--- src/hdl/sdcd_pkg.sv ---
// Shared types and constants for the single/double click detector.
`timescale 1ns / 1ps

package sdcd_pkg;

    localparam int unsigned TIME_W   = 32;
    localparam int unsigned WIN_W    = 16;
    localparam int unsigned EVT_W    = 2;
    localparam int unsigned APB_DW   = 32;
    localparam int unsigned APB_AW   = 3;
    localparam int unsigned S_DATA_W = 40;
    localparam int unsigned M_DATA_W = 8;

    localparam logic [WIN_W-1:0] CLICK_WIN_RST = 16'd250;
    localparam logic [WIN_W-1:0] LOCK_WIN_RST  = 16'd500;

    typedef enum logic [EVT_W-1:0] {
        EVT_NEUTRAL = 2'd0,
        EVT_PUSH    = 2'd1,
        EVT_DOUBLE  = 2'd2
    } click_evt_t;

    typedef enum logic {
        REG_CLICK_WIN = 1'b0,
        REG_LOCK_WIN  = 1'b1
    } reg_sel_t;

endpackage

--- src/hdl/single_double_click_detector.sv ---
// Single/double click detector: poll register, event logic, result register, APB registers.
//
//   channel | direction | handshake            | payload
//   s_*     | in        | s_tvalid / s_tready  | now_ms, pressed
//   m_*     | out       | m_tvalid / m_tready  | click_event
//   apb     | in/out    | psel, penable, pready| double_click_window, double_lockout_window
//
// One poll per clock while m_tready does not stall; each poll is held in the poll register and
// then in the result register, which drives its result on m_*.
// The state update between the two registers (two 32-bit subtracts and
// compares) sets the cycle. rst_n clears all flags, stamps and windows to defaults.
// A stall on m_tready holds the result, then the poll register, then s_tready.
`timescale 1ns / 1ps

module single_double_click_detector (
    input  logic                            clk,
    input  logic                            rst_n,
    input  logic                            s_tvalid,
    output logic                            s_tready,
    input  logic [sdcd_pkg::S_DATA_W-1:0]   s_tdata,  // [31:0] now_ms, [32] pressed, [39:33] zero
    output logic                            m_tvalid,
    input  logic                            m_tready,
    output logic [sdcd_pkg::M_DATA_W-1:0]   m_tdata,  // [1:0] click_event, [7:2] zero
    input  logic                            psel,
    input  logic                            penable,
    input  logic                            pwrite,
    input  logic [sdcd_pkg::APB_AW-1:0]     paddr,
    input  logic [sdcd_pkg::APB_DW-1:0]     pwdata,
    output logic [sdcd_pkg::APB_DW-1:0]     prdata,
    output logic                            pready
);

    logic [sdcd_pkg::WIN_W-1:0]  click_win_reg;
    logic [sdcd_pkg::WIN_W-1:0]  lock_win_reg;

    logic                        in_valid_reg;
    logic [sdcd_pkg::TIME_W-1:0] in_now_reg;
    logic                        in_down_reg;

    logic                        out_valid_reg;
    sdcd_pkg::click_evt_t        out_evt_reg;

    logic                        was_pressed_reg, was_pressed_next;
    logic                        pending_reg, pending_next;
    logic                        lockout_reg, lockout_next;
    logic [sdcd_pkg::TIME_W-1:0] release_stamp_reg, release_stamp_next;
    logic [sdcd_pkg::TIME_W-1:0] double_stamp_reg, double_stamp_next;
    sdcd_pkg::click_evt_t        evt_next;

    logic                        advance;
    logic                        cfg_wr;
    sdcd_pkg::reg_sel_t          cfg_sel;
    logic [sdcd_pkg::TIME_W-1:0] since_double;
    logic [sdcd_pkg::TIME_W-1:0] since_release;
    logic                        lockout_live;
    logic                        window_passed;

    assign pready  = 1'b1;
    assign cfg_wr  = psel && penable && pwrite && pready;
    assign cfg_sel = sdcd_pkg::reg_sel_t'(paddr[2]);

    always_comb
    begin
        unique case (cfg_sel)
            sdcd_pkg::REG_CLICK_WIN: prdata = {{(sdcd_pkg::APB_DW-sdcd_pkg::WIN_W){1'b0}},
                                               click_win_reg};
            sdcd_pkg::REG_LOCK_WIN:  prdata = {{(sdcd_pkg::APB_DW-sdcd_pkg::WIN_W){1'b0}},
                                               lock_win_reg};
            default:                 prdata = '0;
        endcase
    end

    always_ff @(posedge clk or negedge rst_n)
    begin
        if (!rst_n)
        begin
            click_win_reg <= sdcd_pkg::CLICK_WIN_RST;
            lock_win_reg  <= sdcd_pkg::LOCK_WIN_RST;
        end
        else if (cfg_wr)
        begin
            if (cfg_sel == sdcd_pkg::REG_CLICK_WIN)
            begin
                click_win_reg <= pwdata[sdcd_pkg::WIN_W-1:0];
            end
            else
            begin
                lock_win_reg <= pwdata[sdcd_pkg::WIN_W-1:0];
            end
        end
    end

    // Move a poll on when the result register is free or being drained.
    assign advance  = in_valid_reg && (!out_valid_reg || m_tready);
    assign s_tready = !in_valid_reg || advance;

    always_ff @(posedge clk or negedge rst_n)
    begin
        if (!rst_n)
        begin
            in_valid_reg <= 1'b0;
        end
        else if (s_tready)
        begin
            in_valid_reg <= s_tvalid;
        end
    end

    always_ff @(posedge clk)
    begin
        if (s_tready && s_tvalid)
        begin
            in_now_reg  <= s_tdata[sdcd_pkg::TIME_W-1:0];
            in_down_reg <= s_tdata[sdcd_pkg::TIME_W];
        end
    end

    assign since_double  = in_now_reg - double_stamp_reg;
    assign since_release = in_now_reg - release_stamp_reg;
    assign lockout_live  = lockout_reg &&
        !(since_double > {{(sdcd_pkg::TIME_W-sdcd_pkg::WIN_W){1'b0}}, lock_win_reg});
    assign window_passed =
        since_release > {{(sdcd_pkg::TIME_W-sdcd_pkg::WIN_W){1'b0}}, click_win_reg};

    always_comb
    begin
        was_pressed_next   = was_pressed_reg;
        pending_next       = pending_reg;
        lockout_next       = lockout_live;
        release_stamp_next = release_stamp_reg;
        double_stamp_next  = double_stamp_reg;
        evt_next           = sdcd_pkg::EVT_NEUTRAL;
        if (pending_reg && !lockout_live)
        begin
            if (window_passed && !in_down_reg)
            begin
                was_pressed_next = 1'b0;
                pending_next     = 1'b0;
                evt_next         = sdcd_pkg::EVT_PUSH;
            end
            else if (in_down_reg)
            begin
                was_pressed_next  = 1'b1;
                pending_next      = 1'b0;
                lockout_next      = 1'b1;
                double_stamp_next = in_now_reg;
                evt_next          = sdcd_pkg::EVT_DOUBLE;
            end
            else
            begin
                was_pressed_next = 1'b0;
            end
        end
        else if (in_down_reg)
        begin
            was_pressed_next = 1'b1;
        end
        else
        begin
            if (was_pressed_reg)
            begin
                pending_next       = 1'b1;
                release_stamp_next = in_now_reg;
            end
            else
            begin
                pending_next = 1'b0;
            end
            was_pressed_next = 1'b0;
        end
    end

    always_ff @(posedge clk or negedge rst_n)
    begin
        if (!rst_n)
        begin
            was_pressed_reg   <= 1'b0;
            pending_reg       <= 1'b0;
            lockout_reg       <= 1'b0;
            release_stamp_reg <= '0;
            double_stamp_reg  <= '0;
            out_valid_reg     <= 1'b0;
            out_evt_reg       <= sdcd_pkg::EVT_NEUTRAL;
        end
        else
        begin
            if (advance)
            begin
                was_pressed_reg   <= was_pressed_next;
                pending_reg       <= pending_next;
                lockout_reg       <= lockout_next;
                release_stamp_reg <= release_stamp_next;
                double_stamp_reg  <= double_stamp_next;
                out_evt_reg       <= evt_next;
                out_valid_reg     <= 1'b1;
            end
            else if (m_tready)
            begin
                out_valid_reg <= 1'b0;
            end
        end
    end

    assign m_tvalid = out_valid_reg;
    assign m_tdata  = {{(sdcd_pkg::M_DATA_W-sdcd_pkg::EVT_W){1'b0}}, out_evt_reg};

endmodule

--- config.mk ---
export PLATFORM = sky130hd
export DESIGN_NAME = single_double_click_detector
export DESIGN_NICKNAME = d
export VERILOG_FILES = /design/src/hdl/sdcd_pkg.sv /design/src/hdl/single_double_click_detector.sv
export SDC_FILE = /design/constraint.sdc
export NUM_CORES = 1
export LEC_CHECK = 0
export ABC_AREA = 1
export BUFFER_PORTS_ARGS = -buffer_cell sky130_fd_sc_hd__buf_2
export CORE_MARGIN = 3
export CORE_UTILIZATION = 35
export DETAILED_ROUTE_END_ITERATION = 8
export PLACE_DENSITY_LB_ADDON = 0.05
export SYNTH_ARGS = -nofsm -noshare
export SYNTH_HDL_FRONTEND = slang
export SYNTH_SLANG_ARGS = --single-unit
export TNS_END_PERCENT = 10
--- constraint.sdc ---
create_clock -name clk -period 8.75 [get_ports clk]
set_clock_uncertainty 0.1 [all_clocks]
set_input_delay 0.875 -clock clk [delete_from_list [all_inputs] [get_ports clk]]
set_output_delay 0.875 -clock clk [all_outputs]
set_load 0.01 [all_outputs]
==> out/qor_table.md, run 1 <==
| Stage | Parameter | Value |
|:---|:---|:---|
| status | Run status | finished clean |
| grt | Met1 Track Usage GR | 31.4% |
| cells and area | Final #Nets | 1904 |
| logic synthesis | Syn. warnings | 0 |
| grt | Via count of the first global-routing pass | 9110 |
| floorplanning | Die extent in y | 184 µm |
| sta | Hold Vio Cnt, Final | 0 |
| grt | M2 GR Usage | 29.3% |
| hold path | Class of the worst hold path | reg2reg |
| run | MaxCap Viol Count | 0 |
| sta | Max Clock Freq | 0.210 GHz |
| clock tree | Cts hold-fix bufs | 0 |
| logic synthesis | Flip-flop and latch count after synthesis | 136 |
| logic synthesis | Synthesized instance count | 1653 |
| logic synthesis | Synth area leader | sky130_fd_sc_hd__dfrtp_1 |
| sta | Total setup violations reported at the end of the flow | 0 |
| clock tree | Number of clock buffers inserted by TritonCTS | 17 |
| pwr | Worst IR drop on VDD | 0.000120 V |
| grt | Total routing usage reported by global routing | 19.9% |
| floorplanning | Number of I/O pins | 125 |
| clock tree | Bufs on Longest Clock Path | 2 |
| floorplanning | # rows | 64 |
| pwr | Final Total Pwr | 4.35 mW |
| detailed routing | Overall routed net length | 32800 µm |
| clock tree | Clk slew on worst S/H paths | 70 ps |
| placed design | RePlAce Congestion | 0.868 |
| critical path | Kind of capture point of the worst setup path | register |
| detailed routing | DRT iter0 DRCs | 688 |
| clock tree | # H-tree levels | 4 |
| cells and area | Total inserted antenna cells | 0 |
| grt | Global-route wire length before repair | 51600 µm |
| floorplanning | Die X-Extent | 184 µm |
| clock tree | Clock sink count | 136 |
| placed design | Half-perimeter wire length after placement | 27300 µm |
| sta | RSZ-0062 raised after global routing | false |
| floorplanning | Effective utilization at floorplan | 35.9% |
| grt | Met3 track utilization from global routing | 2.70% |
| logic synthesis | Area share of the leading cell type in the synthesized netlist | 20.5% |
| clock tree | Number of buffers inserted to repair setup after CTS | 0 |
| clock tree | Quantity of gates resized following cts | 0 |
| detailed routing | Post-DR vias/cell | 4.60 |
| sta | Worst slew pin tran | 977 ps |
| sta | Period utilisation layout | 54.5% |
| grt | Layer with the highest usage after global routing | met1 |
| logic synthesis | Post-synthesis instance area | 11100 µm² |
| logic synthesis | Post-synthesis area per instance | 6.73 µm² |
| detailed routing | DR pass1 iterations | 7 |
| detailed routing | Antenna violation net count after detailed routing | 0 |
| logic synthesis | Portion of the post-synthesis area used by sequential elements | 32.2% |
| pwr | Leakage component of the power | 6.82 nW |
| sta | Slew Limit Fails | 0 |
| floorplanning | Core Region | 31000 µm² |
| grt | Overflow left after global routing | 0 |
| grt | Pin count of the biggest net entering global routing | 66 |
| placed design | I/O Buffers | 76 |
| critical path | CP max FO | 65 |
| clock tree | Clk Tree Root Cell | sky130_fd_sc_hd__clkbuf_16 |
| clock tree | Worst skew pair latency | 440 ps |
| cells and area | Ratio of cells with drive above 1 in the final layout | 10.6% |
| floorplanning | Die Outline Area | 33900 µm² |
| cells and area | Layout-stage area growth over the synthesis result | 10.8% |
| clock tree | Clock tree from TritonCTS | built |
| detailed routing | Vias after detailed routing | 9828 |
| logic synthesis | Number of distinct library cells after synthesis | 41 |
| critical path | Required time at the worst-slack endpoint | 8990 ps |
| critical path | Type of origin of the critical path | register |
| grt | Initial antenna violation count | 0 |
| logic synthesis | Top cells by area, synth | sky130_fd_sc_hd__dfrtp_1, sky130_fd_sc_hd__nand2_1, sky130_fd_sc_hd__inv_1 |
| critical path | Reg-to-reg setup timing slack | 3980 ps |
| sta | Clock period minus worst slack | 4770 ps |
| detailed routing | Detailed-route DRC error count | 0 |
| critical path | Crit path kind | reg2reg |
| pwr | Cell area power density | 353 nW/µm² |
| sta | Max transition margin | 34.7% |
| detailed routing | DR WL/cell | 15.3 µm |
| critical path | Arrival time of the worst setup path | 5010 ps |
| sta | Final Hold Slack | 383 ps |
| sta | Sum of negative setup slack | 0 ps |
-- critical path, cell delays in order (launching register included) --
cell and delay [ps]:
sky130_fd_sc_hd__edfxtp_1 580, sky130_fd_sc_hd__inv_1 230, sky130_fd_sc_hd__fa_1 490, sky130_fd_sc_hd__inv_1 110, sky130_fd_sc_hd__nand2_1 60, sky130_fd_sc_hd__nand3b_1 160, sky130_fd_sc_hd__nand2_1 70, sky130_fd_sc_hd__nand2_1 210
sky130_fd_sc_hd__xor2_1 140, sky130_fd_sc_hd__ha_1 290, sky130_fd_sc_hd__nand2_1 80, sky130_fd_sc_hd__nor4_1 430, sky130_fd_sc_hd__nand2_1 90, sky130_fd_sc_hd__nand2_1 70, sky130_fd_sc_hd__nand2_1 80, sky130_fd_sc_hd__nand3_1 150
sky130_fd_sc_hd__nor2_1 50, sky130_fd_sc_hd__nand2_1 100, sky130_fd_sc_hd__nor2_4 50, sky130_fd_sc_hd__nand2_2 70, sky130_fd_sc_hd__nand2_2 60, sky130_fd_sc_hd__nand3_2 50, sky130_fd_sc_hd__buf_4 640, sky130_fd_sc_hd__nand2_1 140
sky130_fd_sc_hd__o21ai_2 90
-- area by class of cell --
class	instances	area [µm²]
fillers	3387	18700
multi-input cells	1148	5980
flip-flops and latches	136	3580
inverters	343	1290
well taps	396	495
clock buffers	17	425
repair buffers	80	413
clock inverters	15	130
-- kinds of logic (layout without fill, tap and decap cells) --
kind of cell               Yosys count  count (layout)  share of synthesized area [%]
AOI/OAI and AO/OA                  209             209                           10.5
xor gates and xnor gates            30              30                           2.36
adders and majority gates           96              96                           10.9
buffers and inverters              390             455                           14.7
DFF                                136             136                           32.2
other                                2              23                         0.0675
and+or+nand+nor                    790             790                           29.2
-- cells in the final DEF (no fill, tap or decap), types with 23 or more instances in the layout --
| cell | count |
|---|---|
| sky130_fd_sc_hd__nand2_1 | 545 |
| sky130_fd_sc_hd__o21ai_0 | 87 |
| sky130_fd_sc_hd__o21ai_2 | 23 |
| sky130_fd_sc_hd__ha_1 | 94 |
| sky130_fd_sc_hd__dfrtp_1 | 91 |
| sky130_fd_sc_hd__edfxtp_1 | 33 |
| sky130_fd_sc_hd__nand3_1 | 71 |
| sky130_fd_sc_hd__nor2_1 | 106 |
| sky130_fd_sc_hd__xor2_1 | 26 |
| sky130_fd_sc_hd__a21oi_1 | 64 |
| sky130_fd_sc_hd__conb_1 | 23 |
| sky130_fd_sc_hd__buf_2 | 75 |
| sky130_fd_sc_hd__inv_1 | 336 |
-- per-stage QoR --
step	area, µm²	util, %	setup slack [ps]	cells
floorplan	11200	-	5320	1674
global placement	11800	38.0	3940	2103
detailed placement	11800	38.0	3960	2103
CTS	12300	39.8	3910	2135
global route	12300	39.8	3490	2135
finish	12300	39.8	3980	2135
-- worst paths after layout --
| path | from | endpoint | depth (start not counted) |
|---|---|---|---|
| max | in_now_reg[1]$_DFFE_PP_ | release_stamp_reg[3]$_DFFE_PN0P_ | 24 |
| min | double_stamp_reg[14]$_DFFE_PN0P_ | double_stamp_reg[14]$_DFFE_PN0P_ | 2 |
| max reg2reg | in_now_reg[1]$_DFFE_PP_ | release_stamp_reg[3]$_DFFE_PN0P_ | 24 |
| min reg2reg | double_stamp_reg[14]$_DFFE_PN0P_ | double_stamp_reg[14]$_DFFE_PN0P_ | 2 |
| max in group asynchronous | rst_n | release_stamp_reg[7]$_DFFE_PN0P_ | 2 |
| min in group asynchronous | rst_n | lock_win_reg[9]$_DFFE_PN0P_ | 1 |
-- power by group --
group	switching [mW]	internal, mW	total (mW)
Clock	0.322	0.373	0.695
Sequential	0.132	0.854	0.986
Combinational	1.73	0.941	2.67
Total	2.19	2.17	4.35
-- Yosys cell counts, drive strengths merged --
cell and instances:
nand2 556, inv 343, o21ai 131, nor2 114
ha 94, dfrtp 91, nand3 74, a21oi 65
buf 37, edfxtp 33, xor2 26, nor3 20
nand4 13, dfstp 12, clkbuf 10, o21bai 6
and2 4, nand3b 4, xnor2 4, a21o 3
conb 2, fa 2, nor4 2, o21a 2
or2 2, a31oi 1, and3 1, o211ai 1
-- per-layer routing --
layer | wire [µm] | up-vias
li1 | - | 5217
met4 | 203 | 0
met1 | 17600 | 4426
met2 | 13800 | 177
met3 | 1130 | 8
met5 | 0 | -
(Power assumes the default switching activity.)
==> run 2: changes to the inputs <==
- clock period: 8.75 -> 4.2 ns (I/O delays scaled with it)
==> out/qor_table.md, run 2 (synthesis results as in run 1) <==
| Stage | Parameter | Value | vs previous |
|:---|:---|:---|:---|
| detailed routing | Routed met3 length | 1080 µm | -5.0% |
| cells and area | Finished Cell Area | 13200 µm² | +7.0% |
| detailed routing | Top layer in use | met4 |  |
| clock tree | # H-tree levels | 4 | unchanged |
| critical path | Number of cells on the worst reg-to-reg path | 25 | +4.2% |
| sta | Period utilisation layout | 95.7% | +41 points |
| critical path | Type of origin of the critical path | register |  |
| clock tree | Clock tree from TritonCTS | built |  |
| floorplanning | Die Outline Area | 33900 µm² | unchanged |
| placed design | RePlAce Congestion | 0.884 | +1.8% |
| clock tree | Clock sink count | 136 | unchanged |
| clock tree | Number of clock buffers inserted by TritonCTS | 17 | unchanged |
| pwr | P_int | 5.07 mW | +130% |
| pwr | Sw Pwr | 4.70 mW | +120% |
| detailed routing | Vias after detailed routing | 10.1k | +2.8% |
| critical path | Critical register-to-register path endpoint | release_stamp_reg[11]$_DFFE_PN0P_ |  |
| floorplanning | # rows | 64 | unchanged |
| critical path | Largest stage delay on the critical path | 530 ps | -110 ps |
| detailed routing | Detailed-route DRC error count | 0 | unchanged |
| sta | Worst slew pin tran | 1000 ps | +27.4 ps |
| sta | Max Clock Freq | 0.249 GHz | +19% |
| grt | Pin count of the biggest net entering global routing | 67 | +1.5% |
| detailed routing | DR WL/cell | 15.9 µm | +3.4% |
| detailed routing | Overall routed net length | 34500 µm | +5.4% |
| floorplanning | Die extent in y | 184 µm | unchanged |
| placed design | Post-placement worst setup slack | 45.2 ps | -3910 ps |
| floorplanning | Number of I/O pins | 125 | unchanged |
| sta | Slew Limit Fails | 0 | unchanged |
| floorplanning | Effective utilization at floorplan | 35.9% | unchanged |
| detailed routing | DR pass1 iterations | 6 | -1 |
| grt | Global-route wire length before repair | 52400 µm | +1.5% |
| floorplanning | Core Region | 31000 µm² | unchanged |
| placed design | Half-perimeter wire length after placement | 27800 µm | +1.7% |
| hold path | Class of the worst hold path | in2async |  |
| critical path | Arrival time of the worst setup path | 4230 ps | -780 ps |
| sta | Post-route worst setup slack | 181 ps | -3800 ps |
| cells and area | Leading cell types in the layout, fill and taps excluded | sky130_fd_sc_hd__nand2_1, sky130_fd_sc_hd__inv_1, sky130_fd_sc_hd__nor2_1 |  |
| sta | Clock period minus worst slack | 4020 ps | -753 ps |
| sta | Hold Vio Cnt, Final | 0 | unchanged |
| critical path | Required time at the worst-slack endpoint | 4420 ps | -4570 ps |
| clock tree | Clk slew on worst S/H paths | 60 ps | about the same |
| status | Run status | finished clean |  |
| cells and area | Ratio of cells with drive above 1 in the final layout | 16.0% | +5.4 points |
| critical path | Crit path launch | in_now_reg[1]$_DFFE_PP_ |  |
| critical path | Family of cells with the greatest summed delay on the critical path | simple AND/OR/NAND/NOR gates |  |
| critical path | CP max FO | 8 | -88% |
| detailed routing | Detailed-routing wirelength on met1 | 18500 µm | +4.9% |
| sta | Sum of negative setup slack | 0 ps | unchanged |
| sta | Max transition margin | 32.9% | -1.8 points |
| critical path | Buffers & Inverters on Critical Path | 3 | unchanged |
| critical path | Kind of capture point of the worst setup path | register |  |
| pwr | Cell area power density | 742 nW/µm² | +110% |
| detailed routing | Antenna violation net count after detailed routing | 0 | unchanged |
| pwr | Final Total Pwr | 9.78 mW | +120% |
| placed design | DP Area | 11900 µm² | +1.6% |
| pwr | Clk network pwr share | 16.0% | about the same |
| clock tree | Bufs on Longest Clock Path | 2 | unchanged |
| critical path | CP most frequent cell | sky130_fd_sc_hd__nand2_2 |  |
| clock tree | Worst skew pair latency | 430 ps | about the same |
| pwr | Sequential share of power | 21.0% | -1.6 points |
| cells and area | Final #Nets | 1945 | +2.2% |
| sta | Total setup violations reported at the end of the flow | 0 | unchanged |
| grt | Via count of the first global-routing pass | 9351 | +2.6% |
| cells and area | Total inserted antenna cells | 0 | unchanged |
| sta | RSZ-0062 raised after global routing | true |  |
| pwr | Leakage component of the power | 7.13 nW | +4.6% |
| critical path | Reg-to-reg setup timing slack | 180 ps | -3800 ps |
| critical path | Crit path kind | reg2reg |  |
| floorplanning | Die X-Extent | 184 µm | unchanged |
| detailed routing | Routed met2 length | 14500 µm | +5.1% |
| run | MaxCap Viol Count | 0 | unchanged |
| placed design | I/O Buffers | 76 | unchanged |
| grt | Overflow left after global routing | 0 | unchanged |
| grt | Initial antenna violation count | 0 | unchanged |
| critical path | Worst setup endpoint | release_stamp_reg[11]$_DFFE_PN0P_ |  |
| cells and area | Layout-stage area growth over the synthesis result | 18.6% |  |
| critical path | Critical-path cell with the highest stage delay | sky130_fd_sc_hd__edfxtp_1 |  |
| cells and area | Commonest non-fill, non-tap cell in the layout | sky130_fd_sc_hd__nand2_1 |  |
| pwr | Combinational fraction of design power | 63.0% | +1.6 points |
| pwr | Worst IR drop on VDD | 0.000263 V | +120% |
| clock tree | Cts hold-fix bufs | 0 | unchanged |
| cells and area | Post-layout util | 42.6% | +2.8 points |
| grt | Total routing usage reported by global routing | 20.1% | +0.22 points |
| clock tree | Clk Tree Root Cell | sky130_fd_sc_hd__clkbuf_16 |  |
| pwr | Switching fraction of total power | 48.1% | -2.1 points |
| detailed routing | DRT iter0 DRCs | 745 | +8.3% |
| critical path | Total number of cells along the worst setup path | 25 | +4.2% |
| critical path | Worst r2r src | in_now_reg[1]$_DFFE_PP_ |  |
| detailed routing | Post-DR vias/cell | 4.64 | +0.85% |
run 2: changes by cell type in the layout (fill, tap and decap cells not counted), sizes merged:
cell | before | now
buf | 80 | 117
bufinv | 0 | 1
clkbuf | 17 | 27
clkinv | 4 | 5
inv | 353 | 344
clkinvlp | 1 | 2
run 2: layout make-up:
cell class | instances | area [µm²]
timing repair buffer | 121 | 831
inverter | 343 | 1290
clock inverter | 9 | 83.8
clock buffer | 23 | 532
sequential | 136 | 3580
tap | 396 | 495
multi-input combinational | 1148 | 6370
fill | 3312 | 17800
run 2: metal layers:
metal	vias up	track usage [%]
met2	173	28.7
met3	21	2.80
met5	-	0
met1	4618	31.8
met4	0	4.75
li1	5290	-
run 2: per-stage QoR:
step | hold WS, ps | instances
after floorplan | 24.4 | 1674
after global placement | 364 | 2124
after detailed placement | 364 | 2124
after CTS | 41.1 | 2156
after global routing | 48.5 | 2176
final | 11.1 | 2176
run 2: how the worst min path moves through the flow:
stage	to	cells after the start	slack, ps	from
final	click_win_reg[15]$_DFFE_PN0P_	1	10	rst_n
after global routing	in_now_reg[4]$_DFFE_PP_	1	50	s_tdata[4]
after CTS	lock_win_reg[9]$_DFFE_PN0P_	1	40	rst_n
after detailed placement	out_evt_reg[1]$_DFFE_PN0P_	2	360	out_evt_reg[1]$_DFFE_PN0P_
after global placement	out_evt_reg[1]$_DFFE_PN0P_	2	360	out_evt_reg[1]$_DFFE_PN0P_
after floorplan	click_win_reg[0]$_DFFE_PN0P_	0	20	rst_n
run 2: power by group through the flow:
stage	logic, mW	clock network [mW]	registers [mW]
global placement	5.65	0	2.07
detailed placement	5.70	0	2.07
CTS	5.73	1.60	2.05
global route	7.10	1.66	2.11
finish	6.16	1.56	2.06
floorplan	4.17	0	1.98
run 2: worst register-to-register path, cell delays in order, from the launching register on:
cell and delay, ps:
sky130_fd_sc_hd__edfxtp_1 530, sky130_fd_sc_hd__buf_6 190, sky130_fd_sc_hd__ha_4 230, sky130_fd_sc_hd__nand2_1 60
sky130_fd_sc_hd__nor2_1 40, sky130_fd_sc_hd__nand2_1 70, sky130_fd_sc_hd__nand3_2 130, sky130_fd_sc_hd__nand2_2 120
sky130_fd_sc_hd__nand2_4 70, sky130_fd_sc_hd__xor2_2 200, sky130_fd_sc_hd__ha_1 330, sky130_fd_sc_hd__nand2_2 90
sky130_fd_sc_hd__nor4_4 250, sky130_fd_sc_hd__buf_4 140, sky130_fd_sc_hd__nand3_1 70, sky130_fd_sc_hd__nand2_2 90
sky130_fd_sc_hd__nand3_2 90, sky130_fd_sc_hd__nor2_1 120, sky130_fd_sc_hd__nand2_1 90, sky130_fd_sc_hd__nor2_4 130
sky130_fd_sc_hd__nand2_2 70, sky130_fd_sc_hd__nand2_2 80, sky130_fd_sc_hd__nand3_4 220, sky130_fd_sc_hd__clkbuf_16 280
sky130_fd_sc_hd__nand2_1 80, sky130_fd_sc_hd__o21ai_2 50
run 2: repair_timing:
action,in CTS,in global routing
setup endpoints to repair,0,68
buffers inserted,0,13
gates resized for setup,0,71
==> run 3: changes to the inputs <==
- ABC_AREA: 1 -> default
- CTS_BUF_LIST: default -> sky130_fd_sc_hd__clkbuf_4 sky130_fd_sc_hd__clkbuf_8 sky130_fd_sc_hd__clkbuf_16
==> out/qor_table.md, run 3 <==
| Stage | Parameter | Value | vs previous |
|:---|:---|:---|:---|
| clock tree | Clock sink count | 136 | unchanged |
| pwr | Leakage component of the power | 6.04 nW | -15% |
| run | MaxCap Viol Count | 0 | unchanged |
| clock tree | Worst skew pair latency | 430 ps | about the same |
| placed design | RePlAce Congestion | 0.870 | -1.5% |
| critical path | CP max FO | 4 | -4 |
| detailed routing | Vias after detailed routing | 8321 | -18% |
| logic synthesis | Share of synthesized registers carrying an async set or reset | 75.7% | unchanged |
| logic synthesis | Synthesized-area fraction occupied by ao, oa, aoi and oai cells | 17.0% | +6.5 points |
| cells and area | Ratio of cells with drive above 1 in the final layout | 32.9% | +17 points |
| logic synthesis | Synthesized instance count | 1047 | -37% |
| cells and area | Post-layout util | 45.7% | +3.2 points |
| logic synthesis | Post-synthesis instance area | 10100 µm² | -9.4% |
| sta | Final Hold Slack | 54.8 ps | +43.7 ps |
| logic synthesis | Synth area leader | sky130_fd_sc_hd__dfrtp_1 |  |
| grt | Via count of the first global-routing pass | 8302 | -11% |
| placed design | Half-perimeter wire length after placement | 22200 µm | -20% |
| critical path | Kind of capture point of the worst setup path | register |  |
| logic synthesis | Area share of and/or/nand/nor cells after synthesis | 12.1% | -17 points |
| critical path | Required time at the worst-slack endpoint | 4410 ps | about the same |
| sta | Total setup violations reported at the end of the flow | 67 | +67 |
| cells and area | Total inserted antenna cells | 0 | unchanged |
| floorplanning | Die extent in y | 176 µm | -4.6% |
| floorplanning | Number of I/O pins | 125 | unchanged |
| sta | Worst slew pin tran | 1040 ps | +30.8 ps |
| placed design | Total placed cells including tap cells | 1593 | -25% |
| detailed routing | Detailed-route DRC error count | 0 | unchanged |
| cells and area | Commonest non-fill, non-tap cell in the layout | sky130_fd_sc_hd__buf_4 |  |
| logic synthesis | Area share of the leading cell type in the synthesized netlist | 22.6% | +2.1 points |
| sta | Slew Limit Fails | 0 | unchanged |
| grt | Total routing usage reported by global routing | 18.9% | -1.2 points |
| logic synthesis | Proportion of synthesized area in mux cells | 11.9% | +12 points |
| logic synthesis | Post-synthesis area per instance | 9.63 µm² | +43% |
| sta | RSZ-0062 raised after global routing | true |  |
| floorplanning | Effective utilization at floorplan | 35.9% | about the same |
| logic synthesis | Dominant cell by count in the synthesized netlist | sky130_fd_sc_hd__inv_1 |  |
| critical path | Reg-to-reg setup timing slack | -490 ps | -680 ps |
| sta | Max Clock Freq | 0.213 GHz | -14% |
| sta | Hold Vio Cnt, Final | 0 | unchanged |
| critical path | Type of origin of the critical path | register |  |
| grt | Initial antenna violation count | 0 | unchanged |
| clock tree | Clock tree from TritonCTS | built |  |
| placed design | Post-placement worst setup slack | -710 ps | -755 ps |
| logic synthesis | Synth Area in XOR/XNOR | 3.48% | +1.1 points |
| floorplanning | Die X-Extent | 176 µm | -4.6% |
| hold path | Source of the worst hold timing path | s_tdata[27] |  |
| cells and area | Non-filler instance count after layout | 1647 | -24% |
| grt | Global-route wire length before repair | 45500 µm | -13% |
| sta | Period utilisation layout | 112% | +16 points |
| cells and area | Final #Nets | 1434 | -26% |
| sta | Max transition margin | 31.0% | -1.9 points |
| pwr | Worst IR drop on VDD | 0.000339 V | +29% |
| logic synthesis | Flip-flop and latch count after synthesis | 136 | unchanged |
| status | Violations in the final reports | setup timing |  |
| logic synthesis | Number of distinct library cells after synthesis | 75 | +83% |
| placed design | DP Area | 11800 µm² | -1.6% |
| floorplanning | # rows | 61 | -4.7% |
| clock tree | Bufs on Longest Clock Path | 2 | unchanged |
| logic synthesis | EDFF count, synth | 33 | unchanged |
| critical path | Crit path kind | reg2reg |  |
| detailed routing | DRT iter0 DRCs | 450 | -40% |
| logic synthesis | Top cells by area, synth | sky130_fd_sc_hd__dfrtp_1, sky130_fd_sc_hd__ha_1, sky130_fd_sc_hd__edfxtp_1 |  |
| sta | Clock period minus worst slack | 4690 ps | +676 ps |
| detailed routing | DR pass1 iterations | 5 | -1 |
| pwr | Cell area power density | 743 nW/µm² | +0.24% |
| hold path | Class of the worst hold path | in2reg |  |
| grt | Overflow left after global routing | 0 | unchanged |
| logic synthesis | Commonest cells in the synthesized netlist | sky130_fd_sc_hd__inv_1, sky130_fd_sc_hd__ha_1, sky130_fd_sc_hd__dfrtp_1 |  |
| logic synthesis | Portion of the post-synthesis area used by sequential elements | 35.6% | +3.3 points |
| logic synthesis | Post-synthesis share of cell area spent on full adders, half adders and majority gates | 12.1% | +1.1 points |
| cells and area | Layout-stage area growth over the synthesis result | 27.4% |  |
| hold path | Hold Crit Depth | 1 |  |
| logic synthesis | Syn. warnings | 0 | unchanged |
| sta | Post-route worst setup slack | -495 ps | -676 ps |
| clock tree | Clk Tree Root Cell | sky130_fd_sc_hd__clkbuf_16 |  |
| floorplanning | Die Outline Area | 30900 µm² | -9.1% |
| critical path | Number of cells on the worst reg-to-reg path | 22 | -12% |
| critical path | Worst r2r src | in_now_reg[4]$_DFFE_PP_ |  |
| status | Run status | finished with violations |  |
| critical path | Critical register-to-register path endpoint | release_stamp_reg[11]$_DFFE_PN0P_ |  |
| logic synthesis | Main combinational cell family by area after synthesis | compound AO/OA/AOI/OAI gates |  |
| hold path | Worst min-delay path endpoint | in_now_reg[27]$_DFFE_PP_ |  |
| clock tree | # H-tree levels | 4 | unchanged |
| clock tree | Number of clock buffers inserted by TritonCTS | 17 | unchanged |
| detailed routing | Overall routed net length | 29000 µm | -16% |
| placed design | I/O Buffers | 76 | unchanged |
| floorplanning | Core Region | 28100 µm² | -9.4% |
| grt | Pin count of the biggest net entering global routing | 43 | -36% |
| detailed routing | DR WL/cell | 17.6 µm | +11% |
| cells and area | Finished Cell Area | 12800 µm² | -2.6% |
| logic synthesis | Dominant synthesized flop cell | sky130_fd_sc_hd__dfrtp_1 |  |
| detailed routing | Post-DR vias/cell | 5.05 | +8.8% |
| cells and area | Leading cell types in the layout, fill and taps excluded | sky130_fd_sc_hd__buf_4, sky130_fd_sc_hd__inv_1, sky130_fd_sc_hd__dfrtp_1 |  |
| detailed routing | Antenna violation net count after detailed routing | 0 | unchanged |
| critical path | Arrival time of the worst setup path | 4910 ps | +680 ps |
| clock tree | Clk slew on worst S/H paths | 70 ps | about the same |
## run 3: changes by cell type in the layout (fill, tap and decap cells not counted), sizes merged, moves of 12 or more
cell / previous run / this run
xnor2: 4 / 26
nand2: 556 / 79
a21o: 3 / 33
nor2: 114 / 35
mux2: 0 / 95
nand3: 74 / 29
o21a: 2 / 16
o21ai: 131 / 55
buf: 117 / 223
inv: 344 / 116
nand2b: 0 / 12
xor2: 26 / 14
## run 3: how the worst max path moves through the flow
stage / startpoint / end / slack (ps) / cells past startpoint
after global routing: in_now_reg[4]$_DFFE_PP_ / pending_reg$_DFFE_PN0P_ / -730 / 20
after floorplan: in_now_reg[4]$_DFFE_PP_ / release_stamp_reg[10]$_DFFE_PN0P_ / -30 / 19
after global placement: in_now_reg[1]$_DFFE_PP_ / pending_reg$_DFFE_PN0P_ / -600 / 19
after detailed placement: in_now_reg[4]$_DFFE_PP_ / pending_reg$_DFFE_PN0P_ / -710 / 19
final: in_now_reg[4]$_DFFE_PP_ / release_stamp_reg[11]$_DFFE_PN0P_ / -490 / 22
after CTS: in_now_reg[4]$_DFFE_PP_ / double_stamp_reg[12]$_DFFE_PN0P_ / -460 / 23
## run 3: critical path, stage by stage, from the launching register on
cell and delay [ps]:
sky130_fd_sc_hd__edfxtp_1 390, sky130_fd_sc_hd__buf_4 160, sky130_fd_sc_hd__ha_4 260, sky130_fd_sc_hd__buf_4 120, sky130_fd_sc_hd__a31oi_2 100, sky130_fd_sc_hd__buf_4 140
sky130_fd_sc_hd__a2111o_1 450, sky130_fd_sc_hd__nand3_2 120, sky130_fd_sc_hd__a31oi_4 100, sky130_fd_sc_hd__xnor2_2 170, sky130_fd_sc_hd__ha_1 310, sky130_fd_sc_hd__nand4_1 160
sky130_fd_sc_hd__buf_4 190, sky130_fd_sc_hd__nor4_4 280, sky130_fd_sc_hd__a21oi_2 80, sky130_fd_sc_hd__nor3_2 170, sky130_fd_sc_hd__o2111a_1 200, sky130_fd_sc_hd__and4b_1 230
sky130_fd_sc_hd__o21a_4 180, sky130_fd_sc_hd__buf_4 120, sky130_fd_sc_hd__buf_12 110, sky130_fd_sc_hd__clkbuf_16 150, sky130_fd_sc_hd__mux2_4 290
## run 3: cell families (layout without fill, tap and decap cells)
family,count (synthesis),count (layout)
flops,136,136
xor+xnor,40,40
buf+inv,173,374
mux,97,97
other cells,2,23
compound gates,261,261
simple gates,242,242
fa+ha+maj,96,96
## run 3: area by class of cell
type | count | area [µm²]
well taps | 378 | 473
clock buffers | 22 | 469
inverters | 116 | 435
flip-flops and latches | 136 | 3580
fillers | 2758 | 15200
repair buffers | 226 | 1710
clock inverters | 10 | 78.8
multi-input cells | 759 | 6100
## run 3: through the flow
| stage | TNS (ps) | power, mW |
|---|---|---|
| 4_1_cts | -27660 | 9.54 |
| 3_5_place_dp | -33130 | 7.77 |
| 5_1_grt | -45550 | 10.3 |
| 3_3_place_gp | -28190 | 7.76 |
| 6_report | -29860 | 9.55 |
| 2_1_floorplan | -989 | 5.80 |
## run 3: power by group
part | switching [mW] | total [mW] | internal, mW
Sequential | 0.241 | 2.02 | 1.78
Clock | 0.599 | 1.45 | 0.847
Combinational | 3.19 | 6.09 | 2.90
## run 3: metal layers
layer  share of wire (%)  GRT usage (%)
met1                  49           27.0
met2                  46           30.0
met3                 3.5           2.77
met4                 1.4           4.92
met5                   0              0
## run 3: what timing repair did
| action | CTS | global route |
|---|---|---|
| buffers inserted | 14 | 3 |
| cloned | 3 | 1 |
| setup endpoints to repair | 68 | 68 |
| hold buffers | 1 | 0 |
| hold endpoints to repair | 29 | 0 |
| resized for setup | 36 | 10 |
| pin swaps | 19 | 4 |
